==> src/rtl/core/ilb_pkg.sv <==
// ----------------------------------------------------------------------------
// ilb_pkg
// Command, status, state and cell operation codes of the indexed list buffer.
// ----------------------------------------------------------------------------
package ilb_pkg;

  typedef enum logic [2:0] {
    CMD_APPEND = 3'd0,
    CMD_INSERT = 3'd1,
    CMD_EDIT   = 3'd2,
    CMD_REMOVE = 3'd3,
    CMD_READ   = 3'd4,
    CMD_FIND   = 3'd5
  } cmd_e;

  typedef enum logic [1:0] {
    STAT_OK        = 2'd0,
    STAT_BAD_INDEX = 2'd1,
    STAT_FULL      = 2'd2
  } status_e;

  typedef enum logic [1:0] {
    S_IDLE,
    S_SCAN,
    S_APPLY
  } state_e;

  typedef enum logic [2:0] {
    OP_HOLD,
    OP_ROTATE,
    OP_WRITE,
    OP_INSERT,
    OP_REMOVE
  } cell_op_e;

endpackage

==> src/rtl/core/ilb_cell.sv <==
// ----------------------------------------------------------------------------
// ilb_cell
// One entry of the list ring: holds, rotates, writes or shifts its word.
// ----------------------------------------------------------------------------
module ilb_cell #(
  parameter int DATA_WIDTH = 32,
  parameter int IDX_W      = 6,
  parameter int INDEX      = 0
) (
  input  logic                  clk_i,
  input  ilb_pkg::cell_op_e     op_i,
  input  logic [IDX_W-1:0]      pos_i,
  input  logic [DATA_WIDTH-1:0] data_i,
  input  logic [DATA_WIDTH-1:0] prev_i,
  input  logic [DATA_WIDTH-1:0] next_i,
  output logic [DATA_WIDTH-1:0] value_o
);
  import ilb_pkg::*;

  localparam logic [IDX_W-1:0] MyIdx = IDX_W'(INDEX);

  logic [DATA_WIDTH-1:0] value_q, value_d;

  always_comb begin
    value_d = value_q;
    unique case (op_i)
      OP_HOLD:   value_d = value_q;
      OP_ROTATE: value_d = next_i;
      OP_WRITE: begin
        if (MyIdx == pos_i) value_d = data_i;
      end
      OP_INSERT: begin
        // take the lower neighbor above the slot, the new word at it
        if (MyIdx > pos_i) value_d = prev_i;
        else if (MyIdx == pos_i) value_d = data_i;
      end
      OP_REMOVE: begin
        if (MyIdx >= pos_i) value_d = next_i;
      end
      default:   value_d = value_q;
    endcase
  end

  always_ff @(posedge clk_i) begin
    value_q <= value_d;
  end

  assign value_o = value_q;

endmodule

==> config.mk <==
export PLATFORM = sky130hd
export DESIGN_NAME = ilb_cell
export DESIGN_NICKNAME = d
export VERILOG_FILES = /design/src/rtl/core/ilb_pkg.sv /design/src/rtl/core/ilb_cell.sv
export SDC_FILE = /design/constraint.sdc
export NUM_CORES = 1
export LEC_CHECK = 0
export ABC_AREA = 1
export BUFFER_PORTS_ARGS = -buffer_cell sky130_fd_sc_hd__buf_4
export CELL_PAD_IN_SITES_DETAIL_PLACEMENT = 1
export CELL_PAD_IN_SITES_GLOBAL_PLACEMENT = 2
export CORE_ASPECT_RATIO = 2
export CORE_MARGIN = 1.5
export CORE_UTILIZATION = 21
export CTS_CLUSTER_SIZE = 14
export DETAILED_ROUTE_END_ITERATION = 12
export PLACE_DENSITY_LB_ADDON = 0.1
export SYNTH_ARGS = -nofsm -noshare
export SYNTH_HDL_FRONTEND = slang
export SYNTH_SLANG_ARGS = --single-unit
==> constraint.sdc <==
create_clock -name clk_i -period 3.1 [get_ports clk_i]
set_input_delay 0.155 -clock clk_i [delete_from_list [all_inputs] [get_ports clk_i]]
set_output_delay 0.155 -clock clk_i [all_outputs]
set_load 0.05 [all_outputs]
==> results of run 1 <==
[worst max path at each step]
stage,start,endpoint,cells after the start
2_1_floorplan,pos_i[5],value_o[0]$_DFFE_PP_,4
3_3_place_gp,op_i[2],value_o[20]$_DFFE_PP_,6
3_5_place_dp,pos_i[5],value_o[28]$_DFFE_PP_,5
4_1_cts,pos_i[5],value_o[30]$_DFFE_PP_,5
5_1_grt,op_i[2],value_o[30]$_DFFE_PP_,6
6_report,op_i[2],value_o[20]$_DFFE_PP_,6
[tightest hold or removal path, delay by kind of cell]
| kind | cells | cell delay, ns |
|---|---|---|
| buffers and inverters | 1 | 0.08 |
| and+or+nand+nor | 2 | 0.09 |
[per-layer routing]
layer / vias to the layer above / share of wire / track usage
met5: - / 0 / 0
met2: 62 / 0.56 / 0.291
met1: 1027 / 0.37 / 0.164
li1: 1102 / - / -
met4: 0 / 0.014 / 0.0468
met3: 5 / 0.047 / 0.0288
[kinds of logic after synthesis]
kind of cell	count (synthesis)
buffers and inverters	84
DFF	32
and+or+nand+nor	168
AOI/OAI and AO/OA	1
[power groups by stage]
stage	Sequential [uW]	Combinational (uW)	Clock, uW
6_report	532	356	463
2_1_floorplan	640	103	0
3_5_place_dp	541	363	0
4_1_cts	533	364	482
3_3_place_gp	540	361	0
5_1_grt	536	388	493
[through the flow]
step	hold slack [ns]	area [um^2]	instances	total power [uW]	util
2_1_floorplan	0.341	2080	285	743	-
3_3_place_gp	0.427	3030	510	901	0.312
6_report	0.147	3150	515	1350	0.325
5_1_grt	0.153	3150	515	1420	0.325
3_5_place_dp	0.432	3030	510	904	0.312
4_1_cts	0.141	3150	515	1380	0.325
[area by class of cell]
class | instances | area [um^2] | area share
tap | 132 | 165 | 0.0524
sequential | 32 | 961 | 0.305
timing repair buffer | 111 | 846 | 0.268
clock buffer | 5 | 125 | 0.0397
inverter | 66 | 248 | 0.0786
multi-input combinational | 169 | 806 | 0.256
[placed cells by master, fill, tap and decap left out]
cell,synthesis,routed
o21bai_4,0,1
buf_12,0,1
inv_1,64,64
edfxtp_1,32,32
inv_2,2,2
nand4_1,32,32
nor2_1,2,2
buf_4,0,110
nor2_4,3,4
nand3_2,1,1
nand3_1,32,32
nand2_1,97,97
clkbuf_16,0,5
==> out/qor.yml, run 1 <==
critical_path:
  critPathSlowestCell: "inv_2"
  start_kind: "primary input"
  r2r_end: "value_o[29]$_DFFE_PP_"
  critPathCaptureType: "flop"
  crit_required_ns: 3.13
  reg2reg_slack_ns: 2.17
  crit_family: "buffers and inverters"
  critPathBufInv: 3
  reg2reg_depth: 4
  r2r_start: "value_o[29]$_DFFE_PP_"
  worst_path_largest_cell_delay_ns: 0.39
  critPathArrivalTime_ns: 1.39
  path_class: "primary input to flop"
  critPathMaxFanout: 33
  path_cells: "buf_4 -> nor2_4 -> buf_4 -> inv_2 -> nand2_1 -> nand2_1"
global_route:
  antenna_found_initial: 0
  grt_usage: 0.153
  grt_pass1_vias: 2268
  gr-total-overflow: 0
  grt_pass1_wl_um: 12000
  grt_start_max_net_pins: 34
clock_tree:
  htreeDepth: 2
  cts.sinks: 32
  path_clk_slew_ns: 0.05
  cts-root-buf: "clkbuf_16"
  ctsHoldBuffers: 0
  postCtsSetupBuffers: 0
  clk_latency_ns: 0.27
  cts_tree: "built"
  clockBufferDepth: 2
  ctsResizeCount: 0
  cts_made_buffers: 5
synth:
  synth_compound_area_frac: 0.00360
  synth-seq-cells: 32
  syn_area_um2: 2080
  synth_flop_cell: "edfxtp_1"
  yosysTopAreaCellShare: 0.461
  synth-xor-area-share: 0
  synthTopCellsByArea: "edfxtp_1 46%, nand2_1 17%, inv_1 12%"
  synth_mux_area_frac: 0
  synth_area_per_cell_um2: 7.31
  synthCells: 285
  synth_fp_nets: 391
  yosys-top-cells-count: "97 x nand2_1, 64 x inv_1, 32 x edfxtp_1, 32 x nand3_1, 32 x nand4_1"
  synth_cell_type_count: 13
  synthArstFlopShare: 0
  synth_top_family_by_area: "simple AND/OR/NAND/NOR gates"
  synth_area_leader_cell: "edfxtp_1"
  yosysSeqAreaShare: 0.461
  yosys.area_share.simple: 0.375
  synth_fa_ha_area_frac: 0
  ys_warn_count: 0
  synth_most_common_cell: "nand2_1"
  synth_edf_count: 32
timing:
  worstMarginPinSlew_ns: 0.645
  slew_viol_final: 0
  rsz0062_at_grt: "no"
  finalCritPeriodShare: 0.438
  min_period_ns: 1.36
  worst_slack_ns: 1.74
  max_freq_ghz: 0.737
  setup_viol: 0
  finClkSkew_ns: 0
  fin_tns_setup_ns: 0
  finalHoldViolCount: 0
  slew_headroom: 0.569
layout:
  area_delta_synth_final_pct: 51.1
  drive_gt1_frac: 0.324
  nFillCells: 1234
  fin_nets: 491
  insertedDiodeCount: 0
  largest_reg_flops: 32
power:
  p_seq_frac: 0.393
  irDropWorstVdd_uv: 171
  power_density_nw_per_um2: 429
  clkPwrFrac: 0.343
  power_frac_comb: 0.264
  internal_power_uw: 936
  leakagePower_uw: 0.00168
  switching_power_uw: 415
  swShare: 0.307
hold_path:
  worstHoldPathCells: 3
  hold_path_class: "primary input to flop"
  holdPathEnd: "value_o[12]$_DFFE_PP_"
  hold_start: "next_i[12]"
placement:
  dp_worst_setup_slack_ns: 1.37
  gp_congestion: 0.720
  place.port_buffers: 105
  dp_hpwl_um: 5020
floorplan:
  start_util: 0.215
  die-area_um2: 10600
  ios: 138
  die_w_um: 73.5
  rows: 51
  core-area_um2: 9700
  die_h_um: 144
routing:
  ant_nets: 0
  routedWlPerCell_um: 15.1
  via_per_inst: 4.26
  routed_wl_um: 7770
  firstDrtPassIters: 4
  drc: 0
  first_iter_violations: 49
  vias: 2196
flow_run:
  drv_cap: 0
outcome:
  status: "finished clean"
No activity file was read; power rests on OpenSTA's default activity.
==> run 2: changes to the inputs <==
--- a/config.mk
+++ b/config.mk
@@ -5,13 +5,13 @@
 export SDC_FILE = /design/constraint.sdc
 export NUM_CORES = 1
 export LEC_CHECK = 0
-export ABC_AREA = 1
+export ABC_AREA = 0
 export BUFFER_PORTS_ARGS = -buffer_cell sky130_fd_sc_hd__buf_4
 export CELL_PAD_IN_SITES_DETAIL_PLACEMENT = 1
 export CELL_PAD_IN_SITES_GLOBAL_PLACEMENT = 2
 export CORE_ASPECT_RATIO = 2
 export CORE_MARGIN = 1.5
-export CORE_UTILIZATION = 21
+export CORE_UTILIZATION = 18
 export CTS_CLUSTER_SIZE = 14
 export DETAILED_ROUTE_END_ITERATION = 12
 export PLACE_DENSITY_LB_ADDON = 0.1
==> constraint.sdc (replaced) <==
create_clock -name clk_i -period 1.2 [get_ports clk_i]
set_input_delay 0.06 -clock clk_i [delete_from_list [all_inputs] [get_ports clk_i]]
set_output_delay 0.06 -clock clk_i [all_outputs]
set_load 0.05 [all_outputs]
==> run 2 against run 1 <==
Net effect: design area down 6.7%; setup slack lost 1.7 ns; sequential share of layout area up 2.2 points; via count is 13% lower; routed wire length decreased by 6.8%; power grew to 2.7 times the previous value; hold slack worse by 0.024 ns; largest cell class unchanged; critical path type unchanged; sequential power increased to 2.6 times the previous value; non-clock buffer count is 5 higher; clock power increased to 3.2 times the previous value; utilization shrank 2.0 points.
==> out/qor.yml, run 2 <==
synth:
  synthTopCellsByArea: "edfxtp_1 54%, a31oi_1 11%, o21ai_1 9.3%"
  synthArstFlopShare: 0  # unchanged
  synth_fp_nets: 293  # -25%
  synth-seq-cells: 32  # unchanged
  syn_area_um2: 1770  # -15%
  synth_most_common_cell: "nor2_1"
  synth_cell_type_count: 14  # +1
  yosys-top-cells-count: "34 x nor2_1, 33 x o21ai_1, 32 x a31oi_1, 32 x edfxtp_1, 32 x nand3_1"
  synth_area_per_cell_um2: 9.49  # +30%
  synth_flop_cell: "edfxtp_1"
  yosysSeqAreaShare: 0.542  # +0.0806
  yosysTopAreaCellShare: 0.542  # +0.0806
  ys_warn_count: 0  # unchanged
  synth_area_leader_cell: "edfxtp_1"
  synthCells: 187  # -34%
  synth_edf_count: 32  # unchanged
hold_path:
  hold_path_class: "primary input to flop"
  worstHoldPathCells: 3  # unchanged
  holdPathEnd: "value_o[24]$_DFFE_PP_"
  hold_start: "next_i[24]"
floorplan:
  rows: 51  # unchanged
  die_w_um: 73.2  # -0.34%
  ios: 138  # unchanged
  die-area_um2: 10500  # -0.68%
  core-area_um2: 9640  # -0.66%
  start_util: 0.184  # -0.0308
  die_h_um: 143  # -0.34%
layout:
  nFillCells: 1141  # -7.5%
  largest_reg_flops: 32  # unchanged
  insertedDiodeCount: 0  # unchanged
  stdcell_area_um2: 2940  # -6.7%
  area_delta_synth_final_pct: 65.7
  drive_gt1_frac: 0.445  # +0.121
  fin_nets: 397  # -19%
  layout_commonest_cell: "buf_4"
  final_cell_mix: "112 x buf_4, 33 x nor2_1, 32 x nand3_1, 32 x a31oi_1, 32 x edfxtp_1"
critical_path:
  reg2reg_slack_ns: 0.33  # -1.84 ns
  start_kind: "primary input"
  critPathCaptureType: "flop"
  path_class: "primary input to flop"
  critPathMaxFanout: 32  # -3.0%
  r2r_start: "value_o[2]$_DFFE_PP_"
  reg2reg_depth: 2  # -2
  critPathArrivalTime_ns: 1.17  # -0.22 ns
  r2r_end: "value_o[2]$_DFFE_PP_"
  crit_required_ns: 1.22  # -1.91 ns
routing:
  routed_wl_um: 7240  # -6.8%
  via_per_inst: 4.49  # +5.2%
  first_iter_violations: 53  # +8.2%
  routedWlPerCell_um: 17.1  # +13%
  ant_nets: 0  # unchanged
  drc: 0  # unchanged
  vias: 1902  # -13%
  firstDrtPassIters: 4  # unchanged
global_route:
  grt_usage: 0.141  # -0.0120
  gr-total-overflow: 0  # unchanged
  grt_pass1_vias: 2010  # -11%
  grt_pass1_wl_um: 10900  # -9.0%
  grt_start_max_net_pins: 39  # +15%
  antenna_found_initial: 0  # unchanged
clock_tree:
  ctsResizeCount: 0  # unchanged
  cts_made_buffers: 5  # unchanged
  path_clk_slew_ns: 0.05  # about the same
  htreeDepth: 2  # unchanged
  cts.sinks: 32  # unchanged
  clk_latency_ns: 0.28  # about the same
  clockBufferDepth: 2  # unchanged
  ctsHoldBuffers: 0  # unchanged
  postCtsSetupBuffers: 0  # unchanged
  cts-root-buf: "clkbuf_16"
  cts_tree: "built"
placement:
  dpl_cell_area_um2: 2770  # -8.4%
  dp_hpwl_um: 5160  # +2.7%
  place.port_buffers: 105  # unchanged
  gp_congestion: 0.684  # -5.0%
timing:
  slew_viol_final: 0  # unchanged
  finalCritPeriodShare: 0.958
  rsz0062_at_grt: "no"
  slew_headroom: 0.815  # +0.246
  fin_hold_ws_ns: 0.123  # -0.0238 ns
  finClkSkew_ns: 0  # unchanged
  min_period_ns: 1.15
  worstMarginPinSlew_ns: 0.276  # -0.370 ns
  finalHoldViolCount: 0  # unchanged
  setup_viol: 0  # unchanged
  max_freq_ghz: 0.869
power:
  leakagePower_uw: 0.00112  # -33%
  irDropWorstVdd_uv: 440  # +160%
  power_density_nw_per_um2: 1260  # +190%
flow_run:
  drv_cap: 0  # unchanged
outcome:
  status: "finished clean"
run 2: through the flow:
stage               setup WS, ns   util  setup TNS, ns  cells  power [uW]
global route             0.00348  0.305              0    424        3860
CTS                       0.0545  0.305              0    424        3770
global placement          -0.218  0.288         -11.84    416        2270
finish                    0.0499  0.305              0    424        3710
floorplan                 -0.228      -          -8.43    187        1850
detailed placement        -0.249  0.288         -12.47    416        2270
run 2: power breakdown:
part / internal (uW) / switching (uW) / leakage, uW
Clock: 977 / 500 / 0.0000808
Sequential: 1330 / 39.8 / 0.000304
Combinational: 350 / 516 / 0.000739
run 2: area by class of cell:
class / count / area [um^2] / area share
clock inverters: 2 / 35.0 / 0.0119
repair buffers: 116 / 921 / 0.313
well taps: 132 / 165 / 0.0562
flip-flops and latches: 32 / 961 / 0.327
clock buffers: 6 / 129 / 0.0438
multi-input cells: 136 / 729 / 0.248
run 2: worst max path at each step:
| stage | startpoint | endpoint | slack, ns | cells past startpoint |
|---|---|---|---|---|
| after floorplan | pos_i[3] | value_o[0]$_DFFE_PP_ | -0.23 | 4 |
| after global placement | pos_i[3] | value_o[15]$_DFFE_PP_ | -0.22 | 5 |
| after detailed placement | pos_i[3] | value_o[10]$_DFFE_PP_ | -0.25 | 5 |
| after CTS | pos_i[3] | value_o[10]$_DFFE_PP_ | 0.05 | 5 |
| after global routing | pos_i[3] | value_o[1]$_DFFE_PP_ | 0.003 | 5 |
| final | pos_i[3] | value_o[15]$_DFFE_PP_ | 0.05 | 5 |
run 2: layer usage:
layer / vias to the layer above / share of wire / GRT usage
li1: 923 / - / -
met1: 904 / 0.38 / 0.158
met2: 71 / 0.54 / 0.254
met3: 4 / 0.067 / 0.0379
met4: 0 / 0.0098 / 0.0447
met5: - / 0 / 0
run 2: cells by family (layout without fill, tap and decap cells):
group                  Yosys count  after routing  share of synthesized area
DFF                             32             32                      0.542
and+or+nand+nor                 71             71                      0.191
buffers and inverters           19            124                     0.0614
AOI/OAI and AO/OA               65             65                      0.206
run 2: critical path, cell delays in order:
cell	delay, ns
buf_4	0.12
or4_4	0.54
buf_12	0.20
o21ai_1	0.15
a31oi_1	0.09
